--- config.mk ---
export PLATFORM = sky130hd
export DESIGN_NAME = rwsf_ctrl
export DESIGN_NICKNAME = d
export VERILOG_FILES = /design/src/hw/rtl/rwsf_pkg.sv /design/src/hw/rtl/rwsf_ctrl.sv
export SDC_FILE = /design/constraint.sdc
export NUM_CORES = 1
export LEC_CHECK = 0
export ABC_AREA = 0
export BUFFER_PORTS_ARGS = -buffer_cell sky130_fd_sc_hd__clkbuf_2
export CAP_MARGIN = 10
export CORE_MARGIN = 2
export CORE_UTILIZATION = 56
export CTS_BUF_LIST = sky130_fd_sc_hd__clkbuf_8
export DETAILED_ROUTE_END_ITERATION = 16
export PLACE_DENSITY = 0.87
export SLEW_MARGIN = 0
export SYNTH_ARGS = -nofsm -noshare
export SYNTH_HDL_FRONTEND = slang
export SYNTH_SLANG_ARGS = --single-unit
--- constraint.sdc ---
create_clock -name clk -period 3.89 [get_ports clk]
set_input_delay 0.5835 -clock clk [delete_from_list [all_inputs] [get_ports clk]]
set_output_delay 0.5835 -clock clk [all_outputs]
set_load 0.03 [all_outputs]
--- src/hw/rtl/rwsf_pkg.sv ---
// Shared types and constants of the read watch scan filter.
package rwsf_pkg;

  localparam int WIN_BYTES   = 4096;
  localparam int OFF_W       = $clog2(WIN_BYTES);
  localparam int FLOAD_W     = 15;
  localparam int FLOAD_LIMIT = 16384;
  localparam int SWEEP_RUN   = 16;
  localparam int PEND_DEPTH  = SWEEP_RUN - 1;
  localparam int RUN_W       = 5;
  localparam int K_W         = 4;
  localparam int CNT_W       = 32;
  localparam int SIZE_W      = 13;
  localparam int CFG_IDX_W   = 3;

  // Request codes.
  localparam logic [1:0] REQ_LOAD  = 2'd0;
  localparam logic [1:0] REQ_FRAME = 2'd1;
  localparam logic [1:0] REQ_READ  = 2'd2;
  localparam logic [1:0] REQ_CLEAR = 2'd3;

  // Configuration register indexes.
  localparam logic [CFG_IDX_W-1:0] CFG_WINDOW_BASE    = 3'd0;
  localparam logic [CFG_IDX_W-1:0] CFG_WATCH_ENABLE   = 3'd1;
  localparam logic [CFG_IDX_W-1:0] CFG_COUNT_MODE     = 3'd2;
  localparam logic [CFG_IDX_W-1:0] CFG_TRIGGER_ENABLE = 3'd3;
  localparam logic [CFG_IDX_W-1:0] CFG_TRIGGER_OFFSET = 3'd4;

  typedef struct packed {
    logic [1:0]       req_type;
    logic [31:0]      address;
    logic [OFF_W-1:0] entry_index;
  } in_item_t;

  typedef struct packed {
    logic              result_kind;
    logic              frame_evaluated;
    logic              set_changed;
    logic [SIZE_W-1:0] set_size;
    logic [31:0]       frame_number;
    logic              trigger_fired;
    logic [31:0]       entry_count;
    logic              entry_in_set;
    logic [31:0]       total_loads;
  } out_item_t;

  // Commands from the controller to the datapath.
  typedef struct packed {
    logic             capture;
    logic [OFF_W-1:0] addr;
    logic [K_W-1:0]   k;
    logic             init_wr;
    logic             bc_clr_wr;
    logic             cnt_rd;
    logic             cnt_wr;
    logic             total_inc;
    logic             floads_inc;
    logic             run_extend;
    logic             run_start;
    logic             run_clear;
    logic             close_mark;
    logic             frame_begin;
    logic             sweep_rd;
    logic             frame_commit;
    logic             rd_issue;
    logic             emit_rd;
    logic             emit_sum;
    logic             eval;
  } cmd_t;

  // Status from the datapath to the controller.
  typedef struct packed {
    logic [1:0]       req_type;
    logic             watch;
    logic             count_mode;
    logic             in_win;
    logic             frame_full;
    logic             floads_zero;
    logic             extend;
    logic [RUN_W-1:0] run_len;
  } sts_t;

endpackage

--- src/hw/rtl/rwsf_ctrl.sv ---
// Controller: sequences loads, run closing, bitmap sweeps, clears and results.
module rwsf_ctrl (
  input  logic                clk,
  input  logic                rst_n,
  input  logic                in_valid,
  output logic                in_stall,
  output logic                out_valid,
  input  logic                out_stall,
  input  rwsf_pkg::sts_t      sts,
  output rwsf_pkg::cmd_t      cmd
);
  import rwsf_pkg::*;

  typedef enum logic [3:0] {
    ST_INIT, ST_IDLE, ST_DISP, ST_CNT_WR, ST_CLOSE, ST_FSWEEP,
    ST_FDRAIN, ST_FCOMMIT, ST_EMIT_SUM, ST_EMIT_RD, ST_CLR
  } state_t;

  state_t            state_r, state_nxt;
  logic [OFF_W-1:0]  addr_r, addr_nxt;
  logic [K_W-1:0]    k_r, k_nxt;
  logic              fclose_r, fclose_nxt;
  logic              eval_r, eval_nxt;
  logic              out_valid_r, out_valid_nxt;
  logic              out_free;
  logic              close_done;
  logic              addr_last;

  assign out_free   = !out_valid_r || !out_stall;
  assign close_done = (sts.run_len >= RUN_W'(SWEEP_RUN)) || ({1'b0, k_r} >= sts.run_len);
  assign addr_last  = (addr_r == OFF_W'(WIN_BYTES - 1));
  assign in_stall   = (state_r != ST_IDLE);

  // Next state and commands.
  always_comb begin
    state_nxt  = state_r;
    addr_nxt   = addr_r;
    k_nxt      = k_r;
    fclose_nxt = fclose_r;
    eval_nxt   = eval_r;
    cmd        = '0;
    cmd.addr   = addr_r;
    cmd.k      = k_r;
    cmd.eval   = eval_r;
    unique case (state_r)
      ST_INIT: begin
        cmd.init_wr = 1'b1;
        addr_nxt    = addr_r + OFF_W'(1);
        if (addr_last) state_nxt = ST_IDLE;
      end
      ST_IDLE: begin
        if (in_valid) begin
          cmd.capture = 1'b1;
          state_nxt   = ST_DISP;
        end
      end
      ST_DISP: begin
        addr_nxt  = '0;
        k_nxt     = '0;
        state_nxt = ST_IDLE;
        unique case (sts.req_type)
          REQ_LOAD: begin
            if (sts.watch && sts.in_win) begin
              cmd.total_inc = 1'b1;
              if (sts.count_mode) begin
                cmd.cnt_rd = 1'b1;
                state_nxt  = ST_CNT_WR;
              end else if (!sts.frame_full) begin
                cmd.floads_inc = 1'b1;
                if (sts.extend) begin
                  cmd.run_extend = 1'b1;
                end else if (sts.run_len == '0 || sts.run_len >= RUN_W'(SWEEP_RUN)) begin
                  cmd.run_start = 1'b1;
                end else begin
                  fclose_nxt = 1'b0;
                  state_nxt  = ST_CLOSE;
                end
              end
            end
          end
          REQ_FRAME: begin
            if (!sts.watch || sts.count_mode || sts.floads_zero) begin
              eval_nxt  = 1'b0;
              state_nxt = ST_EMIT_SUM;
            end else begin
              cmd.frame_begin = 1'b1;
              fclose_nxt      = 1'b1;
              eval_nxt        = 1'b1;
              state_nxt       = ST_CLOSE;
            end
          end
          REQ_READ: begin
            cmd.rd_issue = 1'b1;
            state_nxt    = ST_EMIT_RD;
          end
          REQ_CLEAR: begin
            if (sts.count_mode) state_nxt = ST_CLR;
          end
          default: ;
        endcase
      end
      ST_CNT_WR: begin
        cmd.cnt_wr = 1'b1;
        state_nxt  = ST_IDLE;
      end
      ST_CLOSE: begin
        if (close_done) begin
          if (fclose_r) begin
            cmd.run_clear = 1'b1;
            state_nxt     = ST_FSWEEP;
          end else begin
            cmd.run_start = 1'b1;
            state_nxt     = ST_IDLE;
          end
        end else begin
          cmd.close_mark = 1'b1;
          k_nxt          = k_r + K_W'(1);
        end
      end
      ST_FSWEEP: begin
        cmd.sweep_rd = 1'b1;
        addr_nxt     = addr_r + OFF_W'(1);
        if (addr_last) state_nxt = ST_FDRAIN;
      end
      ST_FDRAIN: begin
        state_nxt = ST_FCOMMIT;
      end
      ST_FCOMMIT: begin
        cmd.frame_commit = 1'b1;
        state_nxt        = ST_EMIT_SUM;
      end
      ST_EMIT_SUM: begin
        if (out_free) begin
          cmd.emit_sum = 1'b1;
          state_nxt    = ST_IDLE;
        end
      end
      ST_EMIT_RD: begin
        if (out_free) begin
          cmd.emit_rd = 1'b1;
          state_nxt   = ST_IDLE;
        end
      end
      ST_CLR: begin
        cmd.bc_clr_wr = 1'b1;
        addr_nxt      = addr_r + OFF_W'(1);
        if (addr_last) state_nxt = ST_IDLE;
      end
      default: state_nxt = ST_IDLE;
    endcase
  end

  // Result valid flag.
  always_comb begin
    out_valid_nxt = out_valid_r;
    if (cmd.emit_sum || cmd.emit_rd) begin
      out_valid_nxt = 1'b1;
    end else if (!out_stall) begin
      out_valid_nxt = 1'b0;
    end
  end

  // State and registered outputs.
  always_ff @(posedge clk) begin
    if (!rst_n) begin
      state_r     <= ST_INIT;
      addr_r      <= '0;
      k_r         <= '0;
      fclose_r    <= 1'b0;
      eval_r      <= 1'b0;
      out_valid_r <= 1'b0;
    end else begin
      state_r     <= state_nxt;
      addr_r      <= addr_nxt;
      k_r         <= k_nxt;
      fclose_r    <= fclose_nxt;
      eval_r      <= eval_nxt;
      out_valid_r <= out_valid_nxt;
    end
  end

  assign out_valid = out_valid_r;
endmodule

==> summary by stage, run 1 <==
Power and ir drop
Dividing total power by cell area gives a power density of ~340 nW/um2. The combinational share of power is around a third. Of the total power, the share spent switching nets is between 30% and 40%. The total design power is ~660 uW.

The internal cell power is roughly 400 uW. The power share of the sequential group is between 40% and 50%. The clock network power share is between 20% and 30%.

The analysis attributes to net switching a power of approximately 260 uW. The worst-case IR drop observed on VDD is roughly 0.37 mV. The leakage power summed over all cells is 0.909 nW.

Clock network
After clock tree synthesis, the setup repair step added 0 buffers. In this run, CTS created clock tree buffers numbering 3. The total of cells resized after clock tree synthesis is 0. The buffer type at the clock tree root is clkbuf_8. TritonCTS built the clock tree. The maximum buffer depth of the clock tree is 2. Buffers inserted to repair hold after CTS numbered 0. Clock-pin slew was measured on the worst setup and hold paths at roughly 0.08 ns. The number of H-tree branching levels is 1. Clock latency on the worst-skew pair, taken at its later pin, is roughly 0.26 ns.

The clock sink count is 23.

Worst setup path
The type of the worst setup path is register to output port. The kind of capture point of the worst setup path is an output port. Walking the worst path, the cells encountered are nand2b_1 -> or3_1 -> nor3_1 -> clkbuf_2. In this run the worst path has a maximum fanout of 14. On the critical path the largest part of the delay comes from simple AND/OR/NAND/NOR gates. The data arrival time of the critical path is approximately 2.1 ns. The critical path required time is around 3.3 ns. The startpoint kind of the worst setup timing path is a register. The delay of the slowest critical-path stage is 0.60 ns. The buffering stage count on the worst path with inverters included is 1. The largest individual stage delay along the critical path comes from the cell dfxtp_1.

Drt
For this block, the initial DRC count from the detailed router was 93. The routed design has roughly 3.8 mm of wire. The detail route stage leaves a number of antenna-violating nets equal to 0. The first-pass iteration count of the detailed router is 4. The average detailed-routed wire length per instance is 13.2 um. The post-detailed-route via-to-cell ratio is 5.86.

For this run, design rule violations remaining after detail routing come to 0. The routed layout has between 1500 and 2000 vias.

STA
Setup repair after global routing left no endpoint under its margin. The post-route minimum period is between 2 and 3 ns. The final number of setup-violating endpoints is 0.

The final-report max-slew violation count came to 0. Clock skew on the completed layout was measured at 0.00257 ns. Setup slack closes at between 1 and 1.5 ns. After routing, the total negative slack on setup checks comes to 0 ns. The transition time at the pin with the least slew margin is around 0.6 ns.

The fraction of the cycle the final worst path needs is 68.0%. The number of hold violations in the final report is 0. The tightest slew margin relative to the limit is around three fifths. For this run, the top clock speed supported by timing is between 0.3 and 0.4 GHz.

Placement
The half-perimeter wire length after detailed placement is roughly 2.9 mm. The quantity of I/O buffers inserted on ports is 52. The pre-CTS worst setup slack is about 1.3 ns. The weighted congestion at the end of routability-driven global placement is between 0.8 and 0.9.

Synthesis
In this run the cell area of the synthesized design comes to 1610 um2. The number of synthesized flops with an enable pin is 0. The net count after synthesis is 237. During synthesis, Yosys emitted a total of 0 warnings. The average cell area after synthesis is around 7.5 um2. Counting flops with an async set or reset pin after synthesis yields a share of 0%. The count of state elements after synthesis is 23. Synthesis produced around 210 cells. The distinct cell type count of the synthesized netlist is 52.

Summing the sequential cell areas from Yosys gives between 20 and 30% of the chip area. The dominant register cell in the synthesized netlist is dfxtp_1.

Global route
After global routing the overflow that remains totals 0. Entering global routing, the biggest net connects 27 pins. Across every metal layer, demand over resource in global routing totals roughly a quarter. The first-pass GRT wire length is 6.29 mm.

The via count of the first global-routing pass is around 1400. The initial antenna violation count is 0.

Min path
The class of the tightest hold or removal check is register to register.

Cells and area
The synthesis-to-finish area growth is 18.9%. In the final layout, the multi-input gates occupy between 1000 and 1500 um2. In the layout the commonest cells are clkbuf_2 (52), nand2_1 (28), dfxtp_1 (23).

Summing all flip-flop and latch instances after layout gives between 400 and 500 um2. In the final design database the tool counted about 290 nets. The number of fillers in the final layout is 250. The layout cell share with drive strength beyond 1 is 23.8%.

The number of antenna repair diodes is 0. The library cell used most frequently in the layout, excluding fill and tap cells, is clkbuf_2.

Die
The placeable core area is between 2000 and 3000 um2. The die covers 3320 um2. The die is about 58 um wide.

The die extent in y is around 58 um. Pin placement for this block handled 53 I/O pins. Row generation in the floorplan step produced 19 rows.

For this configuration, the core starts out at a cell density of between 50% and 60%.

Job
Across the run, the number of max-cap violations was 0.

Status
The run finished with clean final reports.
## path summary, 6_finish.rpt
path                                           endpoint  slack (ns)  cells after the start               startpoint
worst min register to register      eval_r$_SDFFE_PN0P_        0.49                      2      eval_r$_SDFFE_PN0P_
worst max register to register  state_r[1]$_SDFFE_PN0P_        1.75                      5  state_r[0]$_SDFFE_PN0P_
worst min-delay path                eval_r$_SDFFE_PN0P_        0.49                      2      eval_r$_SDFFE_PN0P_
worst max-delay path                             cmd[3]        1.24                      4  state_r[1]$_SDFFE_PN0P_
## sequential cells by signal, indices dropped and copies added, names as in the netlist
register   cells
eval_r         1
out_valid      1
fclose_r       1
addr_r        12
k_r            4
state_r        4
## power by group through the flow
stage,registers [mW],logic (mW),clock network (mW)
global route,0.284,0.256,0.158
finish,0.281,0.232,0.146
floorplan,0.293,0.164,0
global placement,0.285,0.226,0
detailed placement,0.286,0.230,0
CTS,0.280,0.231,0.150
## layout make-up
class	count	area share (%)
Clock inverter	1	0.196
Clock buffer	3	2.16
Sequential cell	23	24.1
Tap cell	31	2.03
Timing Repair Buffer	54	14.4
Inverter	15	2.95
Multi-Input combinational cell	165	54.2
## stage by stage
stage	area, um2	util, %	hold WS [ns]	instances
floorplan	1610	-	0.458	214
global placement	1870	68.3	0.476	288
detailed placement	1870	68.3	0.478	288
CTS	1910	69.9	0.489	292
global route	1910	69.9	0.533	292
finish	1910	69.9	0.486	292
## worst reg2reg max path: stages, from the launching register on
cell and delay [ns]:
dfxtp_1 0.61, xor2_1 0.16, o32a_1 0.46, or2_2 0.39, and2_1 0.19, a41o_1 0.23
## Yosys cell counts, types with 2 or more instances
cell type	count	area share, %
nor2_1	14	3.3
a31oi_1	3	1.2
and2_1	6	2.3
nand4_1	7	2.7
dfxtp_1	23	29
nand2b_1	7	2.7
o21ai_0	14	4.4
a21oi_1	5	1.6
mux2i_1	2	1.2
or4_1	2	0.93
nand2_1	28	6.5
o21a_1	5	2.3
inv_1	15	3.5
ha_1	6	4.7
a21boi_0	5	2.3
and3_1	3	1.2
nor2b_1	2	0.78
nor4b_1	2	1.1
nor3_1	14	4.4
clkbuf_1	7	1.6
o211ai_1	2	0.93
xnor2_1	3	1.6
or3_1	3	1.2
nand3_1	5	1.6
nor4_1	3	1.2
buf_2	2	0.62
## metal layers
layer / GRT usage, % / up-vias / share of wire, %
li1: - / 865 / -
met1: 34.5 / 762 / 48
met2: 34.9 / 83 / 44
met3: 5.67 / 2 / 8.3
met4: 4.32 / 0 / 0.29
met5: 0 / - / 0
## kinds of logic after synthesis
| logic type | after synthesis | synth area share [%] |
|---|---|---|
| AND/OR/NAND/NOR | 103 | 34.0 |
| XOR/XNOR | 4 | 2.18 |
| AO/OA/AOI/OAI | 50 | 22.3 |
| flip-flops | 23 | 28.6 |
| adder cells (fa/ha/maj) | 6 | 4.67 |
| buffers and inverters | 26 | 6.93 |
| multiplexers | 2 | 1.25 |
No activity file was read; power rests on OpenSTA's default activity.
==> run 2: changes to the inputs <==
--- a/config.mk
+++ b/config.mk
@@ -9,10 +9,10 @@
 export BUFFER_PORTS_ARGS = -buffer_cell sky130_fd_sc_hd__clkbuf_2
 export CAP_MARGIN = 10
 export CORE_MARGIN = 2
-export CORE_UTILIZATION = 56
+export CORE_UTILIZATION = 52
 export CTS_BUF_LIST = sky130_fd_sc_hd__clkbuf_8
 export DETAILED_ROUTE_END_ITERATION = 16
-export PLACE_DENSITY = 0.87
+export PLACE_DENSITY = 0.82
 export SLEW_MARGIN = 0
 export SYNTH_ARGS = -nofsm -noshare
 export SYNTH_HDL_FRONTEND = slang
==> constraint.sdc (replaced) <==
create_clock -name clk -period 2.7 [get_ports clk]
set_input_delay 0.405 -clock clk [delete_from_list [all_inputs] [get_ports clk]]
set_output_delay 0.405 -clock clk [all_outputs]
set_load 0.03 [all_outputs]
==> run 2 against run 1 <==
Final cell count increased by 1.0%. Sequential power increased by 44%. Die area increased by 7.2%. Non-clock buffer count increased by 1. Power increased by 44%. Combinational power increased by 41%. Register-to-register slack got worse by 1.2 ns. Cell area increased by 0.59%. Worst hold slack improved by 0.030 ns. Critical path type unchanged. Critical endpoint is now cmd[7].
==> summary by stage, run 2 (synthesized netlist as in run 1, its figures left out) <==
Job
The tool flagged a number of max-cap violations equal to 0.

STA
Setup repair after global routing left no endpoint under its margin. The post-route minimum period is 2.40 ns. The tightest slew margin relative to the limit is 59.9%.

The final-report max-slew violation count is 0. The fraction of the cycle the final worst path needs is about nine tenths. On the final layout, the worst clock skew is 0.00614 ns. Setup violations remaining at the end of the flow were counted as 0. Setup slack on the critical path of the routed design comes to 0.301 ns.

The setup TNS after final layout is 0 ns. The maximum clock frequency is 0.417 GHz. At the pin with the least slew margin, the transition time is 0.595 ns.

The number of hold violations in the final report is 0. The minimum hold slack is roughly 0.52 ns.

Worst setup path
The worst setup path is of the register to output port kind. The critical path goes through inv_1 -> ha_1 -> nor2b_1 -> o41ai_2 -> nor2_1 -> clkbuf_2. The slowest stage of the critical path is the o41ai_2 cell. The kind of capture point of the worst setup path is an output port. Counting both buffers and inverters, the worst setup path holds a total of 2. For the worst setup path, the data required time is between 2 and 2.5 ns. Data arrives at the worst endpoint at 1.99 ns. The cell type group with the largest total delay on the critical path is compound AO/OA/AOI/OAI gates. On the worst path, the slowest cell contributes a delay of slightly below 0.5 ns. In this run the worst path has a maximum fanout of 6. The startpoint kind of the worst setup timing path is a register.

Drt
The routed layout has around 1700 vias. After detailed routing, the number of vias per cell comes to roughly 5.8. The average detailed-routed wire length per instance is ~13 um. The detailed router finished its first iteration with 63 violations.

The first detailed-routing pass ran for 4 iterations. The detail route stage leaves a number of antenna-violating nets equal to 0. The number of DRC violations after detailed routing is 0. The final wirelength is around 3.7 mm.

Cells and area
The layout net count is roughly 290. The post-route netlist has 24.4% of its cells at a drive strength greater than 1. At the end of the flow the core is filled with cells to approximately 64%. The largest registers in the layout are addr_r: 12 flops, k_r: 4 flops, state_r: 4 flops. The number of fillers in the final layout is roughly 270. The register bank with the most flops is addr_r. The sequential cells in the finished layout cover a total of 460 um2. The top cell types in the final layout, fill and taps aside, are clkbuf_2 (52), nand2_1 (28), dfxtp_1 (23).

The number of antenna repair diodes is 0. From synthesis to final layout, the design area changed by 19.6%. Summing all multi-input logic gate instances after layout gives roughly 1000 um2.

The register with the most flip-flops in the layout has 12 of them. Leaving out fill and tap cells, the most frequent cell in the layout is clkbuf_2.

Clock network
The number of H-tree branching levels is 1. Counting along the longest clock path gives a buffer depth of 2. The clock drives 23 sinks. In this run the post-CTS setup repair buffer count came out at 0. The clock insertion delay at the later pin of the skew report is approximately 0.27 ns. Hold repair after CTS inserted 0 buffers. Clock-pin slew was measured on the worst setup and hold paths at ~0.09 ns. Clock tree synthesis selected as its root buffer the cell clkbuf_8. The TritonCTS clock tree is built. Once the clock tree was built, the resizer swapped 0 gates to a different size. The number of buffers inserted during clock tree synthesis is 3.

Global route
The initial antenna violation count is 0. The via count of the first global-routing pass is 1446. In the global route stage, overall resource usage came out at 21.8%. The maximum number of pins on one net before global-route repair is 27. For this run the aggregate overflow at the end of global routing stands at 0.

The first-pass GRT wire length is 5.97 mm.

Power and ir drop
The leakage power summed over all cells is roughly 0.91 nW. Power comes to 947 uW. IR analysis of the VDD net gives a maximum drop of 0.428 mV. The areal power density over the cells is a little under 500 nW/um2.

Placement
Routability-driven placement finished with a final weighted congestion of just over 0.8. Detailed placement finished with a half-perimeter wire length of between 2 and 3 mm. Port buffering added 52 buffers. Before CTS, the worst setup slack after placement is ~0.42 ns.

Die
The initial cell density of the core is between 50% and 60%. The horizontal extent of the die is around 60 um. The region available for standard cell placement spans roughly 3000 um2. The number of top-level pins is between 50 and 60.

The area of the die is around 3600 um2. The count of standard-cell rows is 20. The die extent in y is between 50 and 60 um.

Min path
The class of the tightest hold or removal check is input pin to register.

Status
The run finished with clean final reports.
-- run 2: area by class of cell --
class,instances,share of cell area [%]
flip-flops and latches,23,23.9
inverters,15,2.93
multi-input cells,165,53.9
clock buffers,3,2.15
well taps,33,2.15
clock inverters,1,0.260
repair buffers,55,14.7
-- run 2: metal layers --
layer	GRT usage [%]	up-vias	wire (um)
li1	-	873	-
met1	27.4	770	1750
met2	36.9	48	1730
met3	3.49	7	172
met4	8.89	0	65
met5	0	-	0
-- run 2: power by group --
group          total [mW]  switching (mW)  internal [mW]
Sequential          0.404          0.0426          0.361
Clock               0.217           0.114          0.103
Combinational       0.327           0.209          0.117
Total               0.947           0.365          0.582
-- run 2: final timing paths --
kind                             end  slack (ns)  depth (start not counted)                    start
max                           cmd[7]        0.30                          6      k_r[0]$_SDFFE_PN0P_
min           out_valid$_SDFFE_PN0P_        0.52                          4                out_stall
max reg2reg  state_r[1]$_SDFFE_PN0P_        0.60                          5  state_r[2]$_SDFFE_PN0P_
min reg2reg   addr_r[3]$_SDFFE_PN0P_        0.53                          1   addr_r[3]$_SDFFE_PN0P_
-- run 2: metrics by stage --
stage          cells  cell area, um2
6_report         295            1920
5_1_grt          295            1920
4_1_cts          295            1920
3_5_place_dp     291            1880
3_3_place_gp     291            1880
2_1_floorplan    214            1610
-- run 2: worst register-to-register path: stages (launching register included) --
cell     delay, ns
dfxtp_1       0.59
xor2_1        0.16
o32a_1        0.46
or2_2         0.39
and2_1        0.17
a41o_1        0.23
==> run 3: changes to the inputs <==
--- a/config.mk
+++ b/config.mk
@@ -9,10 +9,10 @@
 export BUFFER_PORTS_ARGS = -buffer_cell sky130_fd_sc_hd__clkbuf_2
 export CAP_MARGIN = 10
 export CORE_MARGIN = 2
-export CORE_UTILIZATION = 52
-export CTS_BUF_LIST = sky130_fd_sc_hd__clkbuf_8
+export CORE_UTILIZATION = 50
+export CTS_BUF_LIST = sky130_fd_sc_hd__clkbuf_16
 export DETAILED_ROUTE_END_ITERATION = 16
-export PLACE_DENSITY = 0.82
+export PLACE_DENSITY = 0.79
 export SLEW_MARGIN = 0
 export SYNTH_ARGS = -nofsm -noshare
 export SYNTH_HDL_FRONTEND = slang
==> run 3 against run 2 <==
First-iteration DRC count up 51%. Via count up 1.5%. Final cell count up 4.1%. Clock power up 48%. Fmax up 2.5%. Flip-flop and latch count unchanged. Sequential share of layout area down 0.65 points. Critical path type unchanged. Critical endpoint unchanged.
==> summary by stage, run 3 (synthesized netlist as in run 1, its figures left out) <==
Worst setup path
The critical path is of the register to output port type. The origin of the worst setup path is k_r[3]$_SDFFE_PN0P_. The kind of capture point of the worst setup path is an output port. The startpoint identified for the worst register-to-register timing path is addr_r[0]$_SDFFE_PN0P_. The critical path goes through ha_1 -> nand2_1 -> o41ai_2 -> nor2_1 -> clkbuf_2. The critical path required time is 2.30 ns. The highest fanout seen on the critical path is 6. The master of the slowest instance on the critical path is o41ai_2. In this design, the stage delay of the slowest critical-path cell is around 0.53 ns. The data arrival time of the critical path is 1.93 ns. STA classifies the critical path startpoint as a register.

STA
The tightest hold path in the finished design has a slack of around 0.5 ns. For this run, the top clock speed supported by timing is between 0.4 and 0.5 GHz. Adding up every negative setup slack in the final design gives 0 ns. The setup clock skew after layout is just under 0.006 ns.

Headroom to the max-slew limit came out at a little over three fifths. Setup repair after global routing left no endpoint under its margin. For the pin with the worst max-slew slack, the measured transition is about 0.56 ns. Setup violations remaining at the end of the flow were counted as 0. For the finished layout, the period the worst path requires is 2.34 ns. The fraction of the cycle the final worst path needs is 86.7%. The number of hold violations in the final report is 0. The final-report max-slew violation count was 0.

Cells and area
The number of antenna diodes in the final layout is 0. In the layout the commonest cells are clkbuf_2 (52), nand2_1 (28), dfxtp_1 (23). The register with the most flip-flops in the layout has 12 of them. The multi-input gate area in the final layout is ~1000 um2. The synthesis-to-finish area growth is 23.0%. The layout net count is approximately 290. The summed area of non-filler cells in the final layout is ~2000 um2. The register bank with the most flops is addr_r. Registers take between 400 and 500 um2. The number of fillers in the final layout is between 300 and 400. The layout cell share with drive strength beyond 1 is between 20% and 30%. The largest registers in the layout are addr_r: 12 flops, k_r: 4 flops, state_r: 4 flops. Leaving out fill and tap cells, the most frequent cell in the layout is clkbuf_2.

Drt
The via count is ~1700. The detailed router put a total of 1.91 mm of wire on met1. In this run the remaining antenna-violating nets after routing total 0. The highest layer touched by signal routing is met4. The first-pass iteration count of the detailed router is 4. In the final routed layout, each cell accounts on average for ~13 um. The number of DRC violations after detailed routing is 0. For this block, the routed nets add up to roughly 4.0 mm of wire. In the routed layout, each cell is associated on average with a via count of roughly 5.6. In this run, the number of DRC markers left after iteration 0 of detailed routing was 95.

Detailed routing placed a total of about 1.8 mm of wire on met2. The met3 wire length is ~250 um.

Power and ir drop
For this design the static power due to leakage is 0.934 nW. The internal cell power is approximately 680 uW. Of the total power, the clock network draws a little under a third. For this design the total switching power over the nets is between 300 and 400 uW.

For this design the ratio of total power to cell area is approximately 540 nW/um2. Power comes to 1.06 mW. Net switching is a little over a third of the power. Of the total power, combinational logic draws 31.4%.

Registers are responsible for a little under two fifths of the overall power. The peak ir drop on the vdd network is ~0.63 mV.

Die
Once the floorplan was initialized, standard cells occupied 52.7% of the core. Measured along the x axis, the die boundary spans roughly 60 um. The placeable core area is roughly 3100 um2. Row generation in the floorplan step produced 20 rows. The floorplan step set the die height to between 60 and 70 um. The die covers roughly 3700 um2. Pin placement for this block handled 53 I/O pins.

Min path
In this run the most critical hold path is launched from eval_r$_SDFFE_PN0P_. The worst hold path belongs to the class register to register.

Global route
The first global-routing pass estimated 6.39 mm of wire. The initial antenna violation count was 0. Global routing finished with a remaining overflow of 0. Global routing used a little under a quarter of the available tracks across all layers.

Entering global routing, the biggest net connects 27 pins. The via count of the first global-routing pass is 1420.

Clock network
The number of hold buffers added after cts is 0. The clock insertion delay at the later pin of the skew report is 0.26 ns. Once the clock tree was built, the setup fixing pass inserted 0 buffers.

Gates resized during post-CTS repair numbered 0. The maximum buffer depth of the clock tree is 2. The buffer type at the clock tree root is clkbuf_16. The clock slew at the register clock pins of the worst setup and hold paths is approximately 0.060 ns. TritonCTS built the clock tree. The number of H-tree branching levels is 1.

Counting every sink on the clock net gives 23. Buffers inserted during clock tree synthesis total 3.

Placement
Routability-driven placement finished with a final weighted congestion of ~0.87. Summed over all nets, the half-perimeter wirelength after detailed placement is between 3 and 4 mm. In this run the cell area measured after placement is 1900 um2. In this run the tool buffered the top-level ports with 52 buffer cells.

Job
The total of max-cap violations is 0.

Status
The flow ran to the end, and the final reports show no timing, DRC or antenna violations.
==> run 3: final timing paths <==
check                             to  slack [ns]  cells after the start
min reg2reg      eval_r$_SDFFE_PN0P_        0.50                      2
max                           cmd[7]        0.36                      5
min              eval_r$_SDFFE_PN0P_        0.50                      2
max reg2reg  state_r[1]$_SDFFE_PN0P_        0.59                      6
==> run 3: area by class of cell <==
| type | instances | share of cell area (%) |
|---|---|---|
| multi-input cells | 165 | 52.4 |
| flip-flops and latches | 23 | 23.3 |
| repair buffers | 56 | 14.7 |
| clock buffers | 3 | 3.80 |
| inverters | 15 | 2.85 |
| well taps | 44 | 2.78 |
| clock inverters | 1 | 0.190 |
==> run 3: metal layers <==
layer | GRT usage, % | vias to the layer above
li1 | - | 877
met1 | 32.3 | 778
met2 | 35.2 | 62
met3 | 4.69 | 6
met4 | 4.66 | 0
met5 | 0 | -
==> run 3: power by group through the flow <==
stage | registers (mW) | clock network, mW | logic, mW
floorplan | 0.422 | 0 | 0.237
global placement | 0.411 | 0 | 0.329
detailed placement | 0.412 | 0 | 0.329
CTS | 0.405 | 0.323 | 0.331
global route | 0.411 | 0.336 | 0.365
finish | 0.405 | 0.322 | 0.333
==> run 3: critical path: cells and delay by family (launching register included) <==
kind | cells | cell delay (ns)
buf+inv | 1 | 0.22
compound gates | 1 | 0.53
fa+ha+maj | 1 | 0.32
flops | 1 | 0.34
simple gates | 2 | 0.25
==> run 3: through the flow <==
step	setup slack, ns	utilization (%)	instances
floorplan	0.150	-	214
global placement	0.489	62.2	303
detailed placement	0.458	62.2	303
CTS	0.351	64.8	307
global route	0.176	64.8	307
finish	0.360	64.8	307
